===== src/rtl/core/pbm_pkg.sv =====
package pbm_pkg;

	// blend mode codes
	localparam logic [1:0] MODE_COPY  = 2'd0;
	localparam logic [1:0] MODE_OVER  = 2'd1;
	localparam logic [1:0] MODE_ADD   = 2'd2;
	localparam logic [1:0] MODE_SUB   = 2'd3;

	localparam logic [1:0] MODE_RESET = MODE_OVER;

	localparam int NUM_CHAN = 4;

	typedef logic [1:0]  mode_t;
	typedef logic [15:0] src_chan_t;
	typedef logic [7:0]  pix_chan_t;

	// channel order: red, green, blue, alpha
	typedef enum logic [1:0] {
		CH_RED   = 2'd0,
		CH_GREEN = 2'd1,
		CH_BLUE  = 2'd2,
		CH_ALPHA = 2'd3
	} chan_idx_t;

	// one pixel pair as held in the input stage
	typedef struct packed {
		src_chan_t [NUM_CHAN-1:0] src;
		pix_chan_t [NUM_CHAN-1:0] dst;
		mode_t                    mode;
		logic                     last;
	} in_word_t;

	// one blended pixel as held in the result stage
	typedef struct packed {
		pix_chan_t [NUM_CHAN-1:0] pix;
		logic                     last;
	} out_word_t;

endpackage


===== src/rtl/core/pbm_channel_mix.sv =====
module pbm_channel_mix (
	input  pbm_pkg::mode_t     mode,
	input  pbm_pkg::src_chan_t src,
	input  pbm_pkg::src_chan_t src_a,
	input  pbm_pkg::pix_chan_t dst,
	output pbm_pkg::pix_chan_t mix
);

	logic [7:0]  src_hi;
	logic [16:0] inv_a;
	logic [24:0] prod;
	logic [17:0] over_sum;
	logic [9:0]  over_val;
	logic [8:0]  add_sum;
	logic [7:0]  over_sat;
	logic [7:0]  add_sat;
	logic [7:0]  sub_clamp;

	assign src_hi = src[15:8];

	// over: (s + (((65536 - sa) * d) >> 8)) >> 8, saturate at 255
	assign inv_a    = 17'h10000 - {1'b0, src_a};
	assign prod     = {8'd0, inv_a} * {17'd0, dst};
	assign over_sum = {2'b00, src} + {1'b0, prod[24:8]};
	assign over_val = over_sum[17:8];
	assign over_sat = (over_val[9:8] != 2'b00) ? 8'hff : over_val[7:0];

	// saturating add
	assign add_sum = {1'b0, dst} + {1'b0, src_hi};
	assign add_sat = add_sum[8] ? 8'hff : add_sum[7:0];

	// clamped subtract
	assign sub_clamp = (dst >= src_hi) ? (dst - src_hi) : 8'd0;

	always_comb begin
		case (mode)
			pbm_pkg::MODE_COPY: mix = src_hi;
			pbm_pkg::MODE_OVER: mix = over_sat;
			pbm_pkg::MODE_ADD:  mix = add_sat;
			pbm_pkg::MODE_SUB:  mix = sub_clamp;
			default:            mix = src_hi;
		endcase
	end

endmodule


===== src/rtl/core/pixel_blend_mode_unit.sv =====
// Premultiplied RGBA pixel blender.
// Input: pulse start with a source pixel (16-bit channels) and a destination
// pixel (8-bit channels) plus the span-end mark; the word is taken at a
// rising edge with start high and busy low. busy never rises, so a new
// pixel may be issued every cycle.
// Output: done is high for exactly one cycle with the blended pixel and
// span_end on the result ports; the receiver must take it in that cycle.
// The accepted word passes the input register, then the result register, before
// it appears on the result ports; throughput is one pixel per clock.
// Config: cfg_data selects copy, over, add or subtract; cfg_ready is always
// high and the write lands at an edge with cfg_valid high. Each pixel
// carries the mode in force when it was accepted. Change it while idle.
// Reset: arst_n clears the pipeline valids and sets the mode to over;
// pixels in flight are dropped and nothing is emitted during reset.
module pixel_blend_mode_unit (
	input  logic                clk,
	input  logic                arst_n,
	input  logic                start,
	output logic                busy,
	input  logic [15:0]         src_red,
	input  logic [15:0]         src_green,
	input  logic [15:0]         src_blue,
	input  logic [15:0]         src_alpha,
	input  logic [7:0]          dst_red,
	input  logic [7:0]          dst_green,
	input  logic [7:0]          dst_blue,
	input  logic [7:0]          dst_alpha,
	input  logic                last_in_span,
	output logic                done,
	output logic [7:0]          out_red,
	output logic [7:0]          out_green,
	output logic [7:0]          out_blue,
	output logic [7:0]          out_alpha,
	output logic                span_end,
	input  logic                cfg_valid,
	output logic                cfg_ready,
	input  logic [1:0]          cfg_data
);

	pbm_pkg::mode_t     mode_q;
	pbm_pkg::in_word_t  word_s1;
	pbm_pkg::out_word_t word_s2;
	pbm_pkg::pix_chan_t [pbm_pkg::NUM_CHAN-1:0] mix;
	logic               valid_s1;
	logic               valid_s2;
	logic               accept;

	assign busy      = 1'b0;
	assign cfg_ready = 1'b1;
	assign accept    = start && !busy;

	// mode register
	always_ff @(posedge clk or negedge arst_n) begin
		if (!arst_n) begin
			mode_q <= pbm_pkg::MODE_RESET;
		end else if (cfg_valid && cfg_ready) begin
			mode_q <= cfg_data;
		end
	end

	// pipeline valids
	always_ff @(posedge clk or negedge arst_n) begin
		if (!arst_n) begin
			valid_s1 <= 1'b0;
			valid_s2 <= 1'b0;
		end else begin
			valid_s1 <= accept;
			valid_s2 <= valid_s1;
		end
	end

	// input stage
	always_ff @(posedge clk) begin
		if (accept) begin
			word_s1.src[pbm_pkg::CH_RED]   <= src_red;
			word_s1.src[pbm_pkg::CH_GREEN] <= src_green;
			word_s1.src[pbm_pkg::CH_BLUE]  <= src_blue;
			word_s1.src[pbm_pkg::CH_ALPHA] <= src_alpha;
			word_s1.dst[pbm_pkg::CH_RED]   <= dst_red;
			word_s1.dst[pbm_pkg::CH_GREEN] <= dst_green;
			word_s1.dst[pbm_pkg::CH_BLUE]  <= dst_blue;
			word_s1.dst[pbm_pkg::CH_ALPHA] <= dst_alpha;
			word_s1.mode                   <= mode_q;
			word_s1.last                   <= last_in_span;
		end
	end

	// one mixing lane per channel, all sharing source alpha
	for (genvar c = 0; c < pbm_pkg::NUM_CHAN; c++) begin : g_lane
		pbm_channel_mix u_mix (
			.mode  (word_s1.mode),
			.src   (word_s1.src[c]),
			.src_a (word_s1.src[pbm_pkg::CH_ALPHA]),
			.dst   (word_s1.dst[c]),
			.mix   (mix[c])
		);
	end

	// result stage
	always_ff @(posedge clk) begin
		if (valid_s1) begin
			word_s2.pix  <= mix;
			word_s2.last <= word_s1.last;
		end
	end

	assign done      = valid_s2;
	assign out_red   = word_s2.pix[pbm_pkg::CH_RED];
	assign out_green = word_s2.pix[pbm_pkg::CH_GREEN];
	assign out_blue  = word_s2.pix[pbm_pkg::CH_BLUE];
	assign out_alpha = word_s2.pix[pbm_pkg::CH_ALPHA];
	assign span_end  = word_s2.last;

	// every accepted word comes out through the input and result registers
	a_accept_to_done: assert property (@(posedge clk) disable iff (!arst_n)
		accept |=> ##1 done)
		else $error("accepted word did not produce a result");

	// span mark follows its pixel
	a_span_mark: assert property (@(posedge clk) disable iff (!arst_n)
		done |-> span_end == $past(last_in_span, 2))
		else $error("span_end does not match its pixel");

	// subtract never raises the red channel above the destination
	a_sub_bound: assert property (@(posedge clk) disable iff (!arst_n)
		(done && $past(word_s1.mode) == pbm_pkg::MODE_SUB) |->
			out_red <= $past(word_s1.dst[pbm_pkg::CH_RED]))
		else $error("subtract result above destination");

	// add never drops the green channel below the destination
	a_add_bound: assert property (@(posedge clk) disable iff (!arst_n)
		(done && $past(word_s1.mode) == pbm_pkg::MODE_ADD) |->
			out_green >= $past(word_s1.dst[pbm_pkg::CH_GREEN]))
		else $error("add result below destination");

endmodule

===== config.mk =====
export PLATFORM = sky130hd
export DESIGN_NAME = pixel_blend_mode_unit
export DESIGN_NICKNAME = d
export VERILOG_FILES = /design/src/rtl/core/pbm_pkg.sv /design/src/rtl/core/pbm_channel_mix.sv /design/src/rtl/core/pixel_blend_mode_unit.sv
export SDC_FILE = /design/constraint.sdc
export NUM_CORES = 1
export LEC_CHECK = 0
export ABC_AREA = 1
export BUFFER_PORTS_ARGS = -buffer_cell sky130_fd_sc_hd__buf_2
export CELL_PAD_IN_SITES_DETAIL_PLACEMENT = 0
export CELL_PAD_IN_SITES_GLOBAL_PLACEMENT = 1
export CORE_MARGIN = 2
export CORE_UTILIZATION = 48
export CTS_CLUSTER_DIAMETER = 120
export CTS_CLUSTER_SIZE = 40
export DETAILED_ROUTE_END_ITERATION = 16
export MAX_ROUTING_LAYER = met4
export PLACE_DENSITY = 0.88
export REMOVE_ABC_BUFFERS = 1
export SETUP_SLACK_MARGIN = 0.5
export SLEW_MARGIN = 20
export SYNTH_ARGS = -nofsm -noshare
export SYNTH_HDL_FRONTEND = slang
export SYNTH_HIERARCHICAL = 1
export SYNTH_SLANG_ARGS = --single-unit
export TNS_END_PERCENT = 5

===== constraint.sdc =====
create_clock -name clk -period 9.96 [get_ports clk]
set_input_delay 1.494 -clock clk [delete_from_list [all_inputs] [get_ports clk]]
set_output_delay 1.494 -clock clk [all_outputs]
set_load 0.03 [all_outputs]

== Yosys cells after proc, flatten, opt, wreduce, memory -nomap -nowiden ==
Cells that the tools add are included.

* $add $sub $neg: 13
* Multiply operators: 4
* $lt $le $gt $ge: 4
* Equality and inequality tests: 3
* Mux-type cells: 16
* Reduce and logical (&&, ||, !) cells: 5

{| class="wikitable"
|+ Operators by type and width
! cell !! count
|-
| one-hot mux 8 bit (4 select lines) || 4
|-
| multiplier 17 x 8 -> 25 bit || 4
|-
| 2-to-1 mux 8 bit || 12
|-
| adder 16 x 17 -> 18 bit || 4
|-
| adder 8 x 8 -> 9 bit || 4
|-
| greater-or-equal comparator 8 bit || 4
|-
| subtractor 8 bit || 4
|-
| subtractor 17 x 16 -> 17 bit (first input constant) || 1
|-
| nonzero test 2 bit || 4
|-
| equality test 2 bit (second input constant) || 2
|-
| equality test 2 x 1 -> 1 bit (second input constant) || 1
|-
| zero test 2 bit || 1
|}

* Register bits: 136
* Output and inout bits: 36
* Word-level logic and storage cells: 63

== Logic depth before layout (Yosys ltp) ==
* Depth after elaboration: 6
* Mapped depth: 45

== Modules after synthesis ==
The synthesis kept the hierarchy.

{| class="wikitable"
|+ By module, submodules not included
! module !! times used !! cells an instance !! area an instance (µm²)
|-
| pbm_channel_mix at g_lane[1].u_mix || 1 || 917 || 6142.1
|-
| pbm_channel_mix at g_lane[0].u_mix || 1 || 924 || 6140.9
|-
| pbm_channel_mix at g_lane[2].u_mix || 1 || 896 || 6070.8
|-
| pbm_channel_mix at g_lane[3].u_mix || 1 || 903 || 6059.6
|-
| pixel_blend_mode_unit || 1 || 147 || 4113.9
|}

== Worst setup path after synthesis ==
Ideal clock, no wire load.

* Path type: register to register
* Start: register word_s1[83] (netlist name)
* End: register word_s2 (netlist bit out_red[0]) (data pin)
* Setup time: 0.262 ns
* Arrival time: 6.873 ns
* Data required time: 9.698 ns
* Path slack: 2.825 ns
* Stages on the path, launching flop included: 39
* Path buffers: 1
* Path through: edfxtp_1 -> buf_2 -> inv_1 -> ha_1 -> nand4_1 -> nor2_1 -> inv_1 -> or2_4 -> nor2_2 -> nand2_1 -> nor2_1 -> inv_1 -> or2_4 -> nor2_4 -> xor2_2 -> nor2_1 -> fa_1 -> inv_1 -> (+3 left out) -> inv_1 -> fa_1 -> inv_1 -> ha_1 -> nand2_1 -> nor4_1 -> nand3_1 -> nand4_1 -> xor2_1 -> ha_1 -> inv_1 -> nor3_1 -> a211oi_1 -> nand3_1 -> nand2_1 -> nand3_1 -> nand2_1 -> nand3_1

{| class="wikitable"
|+ RTL lines
! what !! line !! source
|-
| end: declaration || pixel_blend_mode_unit.sv:42 || <nowiki>pbm_pkg::out_word_t word_s2;</nowiki>
|}

==> flow_metrics.py <==
metrics = {
    "die": {
        "core_um2": 58900,
        "rows": 89,
        "io_pins": 139,
        "die-area_um2": 61400,
        "die_h_um": 248,
        "initial_core_util": 0.484,
        "die_w_um": 248,
    },
    "worst_setup_path": {
        "r2r_start": "word_s1[83]",
        "crit_path_top_delay_cell": "o21ai_1",
        "ff2ff_path_depth": 34,
        "slowest_delay_ns": 0.62,
        "crit_cells": 34,
        "required_ns": 10.19,
        "crit_arrival_ns": 8.40,
        "critPathTopFamily": "adder cells",
        "path_common_cell": "inv_1",
        "worst-path-buf-inv": 6,
        "rrSetupSlack_ns": 1.79,
        "path_max_fanout": 30,
        "rr_endpoint": "out_alpha[4]",
        "critPathLaunchType": "flip-flop",
        "endpoint_kind": "flip-flop",
        "path_class": "reg -> reg",
    },
    "global_route": {
        "grt_pass1_vias": 24100,
        "grt_usage": 0.263,
        "grt_max_degree": 57,
        "grt_pass1_wl_mm": 123,
        "overflow": 0,
        "antenna_found_initial": 2,
    },
    "cells_and_area": {
        "multi_input_area_um2": 21100,
        "synthToLayoutAreaGrowth_pct": 7.39,
        "ff_latch_area_um2": 4070,
        "drive_gt1_frac": 0.0738,
        "n_fill_cell": 5822,
        "nets": 4672,
    },
    "cts": {
        "cts_buffers": 17,
        "ctsHoldBuffers": 0,
        "cts_buffer_depth": 2,
        "h-tree-depth": 4,
        "insertion_delay_ns": 0.50,
        "cts_tree": "done",
        "post_cts_buffers": 0,
        "cts_resized": 0,
        "cts.sinks": 136,
        "clk_pin_slew_ns": 0.06,
        "clockRootBuffer": "clkbuf_16",
    },
    "job": {
        "cap_viol_max_count": 0,
    },
    "worst_hold_path": {
        "hold_class": "reg -> reg",
        "whs_endpoint": "span_end",
        "hold_depth": 0,
        "hp-start": "word_s1[0]",
    },
    "timing": {
        "min_period_ns": 8.17,
        "finalSetupViolations": 0,
        "rsz0062_at_grt": "no",
        "slew_violations": 0,
        "period_share": 0.820,
        "tightestPinTransition_ns": 1.15,
        "max_freq_mhz": 122,
        "finalClockSkew_ns": 0.0172,
        "slew_headroom": 0.233,
        "tns_ns": 0,
        "finalHoldViolCount": 0,
        "whs_ns": 0.431,
    },
    "route": {
        "remaining_drc_errors": 0,
        "drt_iter0_drc": 1577,
        "vias": 24300,
        "via_per_inst": 5.19,
        "ant_nets": 0,
        "dr.pass1.iters": 6,
        "drt-total-wl_mm": 75.1,
        "wl_per_cell_um": 16.0,
    },
    "run_status": {
        "status": "complete, no violations",
    },
    "synthesis": {
        "yosysWarnings": 6,
        "ys_types": 60,
        "synth_edf_count": 132,
        "ys_seq_area_frac": 0.143,
        "synthArstFlopShare": 0.0294,
        "synth_area_per_cell_um2": 7.53,
        "ys_ff_latch": 136,
        "syn_area_um2": 28500,
        "yosys_most_used_dff": "edfxtp_1",
        "netlist_instances": 3787,
    },
    "place": {
        "place.gp.congestion": 0.940,
        "port_buffers": 136,
        "hpwl_mm": 61.0,
    },
}
-- cells by family (layout without fill, tap and decap cells) --
family,Yosys count,in the layout,share of synthesized area
simple gates,1624,1624,0.243
flops,136,136,0.143
fa+ha+maj,664,664,0.387
buf+inv,876,1006,0.116
compound gates,358,358,0.0693
xor+xnor,127,127,0.0412
other cells,2,4,0.000263
-- stage by stage --
step | std cells | instance area [um2] | worst slack [ns] | utilization
2_1_floorplan | 3743 | 28300 | 2.60 | -
3_3_place_gp | 4659 | 30000 | 1.97 | 0.510
3_5_place_dp | 4659 | 30000 | 1.78 | 0.510
4_1_cts | 4690 | 30600 | 1.77 | 0.520
5_1_grt | 4692 | 30600 | 0.988 | 0.520
6_report | 4692 | 30600 | 1.79 | 0.520
-- cells in the mapped netlist (3+ instances only) --
library cell | n | share of area
nor3_1 | 5 | 0.00088
o21bai_1 | 14 | 0.0037
edfxtp_1 | 132 | 0.14
a221oi_1 | 10 | 0.0031
o21ai_0 | 121 | 0.021
o21ai_1 | 4 | 0.00070
fa_1 | 364 | 0.26
and2_1 | 7 | 0.0015
a21o_1 | 6 | 0.0016
inv_2 | 13 | 0.0017
or2_2 | 7 | 0.0015
a31oi_1 | 24 | 0.0053
a211oi_1 | 4 | 0.0011
xnor2_1 | 53 | 0.016
nand2_1 | 732 | 0.096
dfrtp_1 | 3 | 0.0026
a21oi_1 | 158 | 0.028
nand4_1 | 45 | 0.0099
nand3_2 | 11 | 0.0039
xor2_1 | 67 | 0.021
ha_1 | 300 | 0.13
nor2_2 | 20 | 0.0044
nand3b_1 | 8 | 0.0021
xor2_2 | 5 | 0.0029
or2_1 | 3 | 0.00066
nor4_1 | 13 | 0.0029
nand2_2 | 25 | 0.0055
nor3_4 | 4 | 0.0023
nor2_4 | 7 | 0.0028
nand3_1 | 161 | 0.028
a21oi_2 | 3 | 0.00092
inv_1 | 818 | 0.11
o211ai_1 | 4 | 0.0011
buf_2 | 4 | 0.00070
clkbuf_1 | 35 | 0.0046
nand4_2 | 4 | 0.0018
nor2_1 | 560 | 0.074
or2_4 | 3 | 0.00092
-- area by class of cell --
cell class / count / share of cell area
Sequential cell: 136 / 0.133
Timing Repair Buffer: 143 / 0.0240
Clock inverter: 11 / 0.00506
Multi-Input combinational cell: 2775 / 0.690
Tap cell: 773 / 0.0316
Clock buffer: 20 / 0.0143
Antenna cell: 2 / 0.000163
Inverter: 832 / 0.102
-- layer usage --
layer	GRT usage	up-vias	wire (um)
li1	-	11900	-
met1	0.344	11700	34000
met2	0.426	620	35100
met3	0.0394	105	4200
met4	0.0740	0	1760
met5	-	-	0
-- worst register-to-register path: cells and delay by family, from the launching register on --
kind	cells	cell delay (ns)
xor+xnor	1	0.14
compound gates	7	1.87
flops	1	0.53
fa+ha+maj	7	2.87
buf+inv	6	0.68
simple gates	13	1.85
-- worst max-delay path by stage --
stage,endpoint,from
final,out_alpha[4],word_s1[83]
after global routing,out_red[7],word_s1[83]
after CTS,out_red[7],word_s1[83]
after detailed placement,out_red[7],word_s1[83]
after global placement,out_red[7],word_s1[83]
after floorplan,out_red[0],word_s1[83]
-- cell usage in the layout, fill, tap and decap left out, types with 6 or more instances in the layout --
cell         n
clkbuf_16   17
nand3b_1     8
inv_1      818
nand2_2     25
xor2_1      67
a21oi_1    158
ha_1       300
nand4_1     45
and2_1       7
or2_2        7
edfxtp_1   132
xnor2_1     53
a221oi_1    10
o21ai_0    121
a31oi_1     24
nor2_1     560
buf_2      135
nor2_2      20
o21bai_1    14
nor4_1      13
buf_4        8
nand3_1    161
nor2_4       7
inv_2       13
nand2_1    732
fa_1       364
a21o_1       6
nand3_2     11
-- state kept, by name (all words and copies together) (netlist names) --
name       count
word_s1       99
out_alpha      8
out_blue       8
out_green      8
out_red        8
mode_q         2
done           1
span_end       1
valid_s1       1
Power is left out: the tool's default activity adds up to more than one toggle a clock period on the data nets, which glitch-free logic cannot reach.
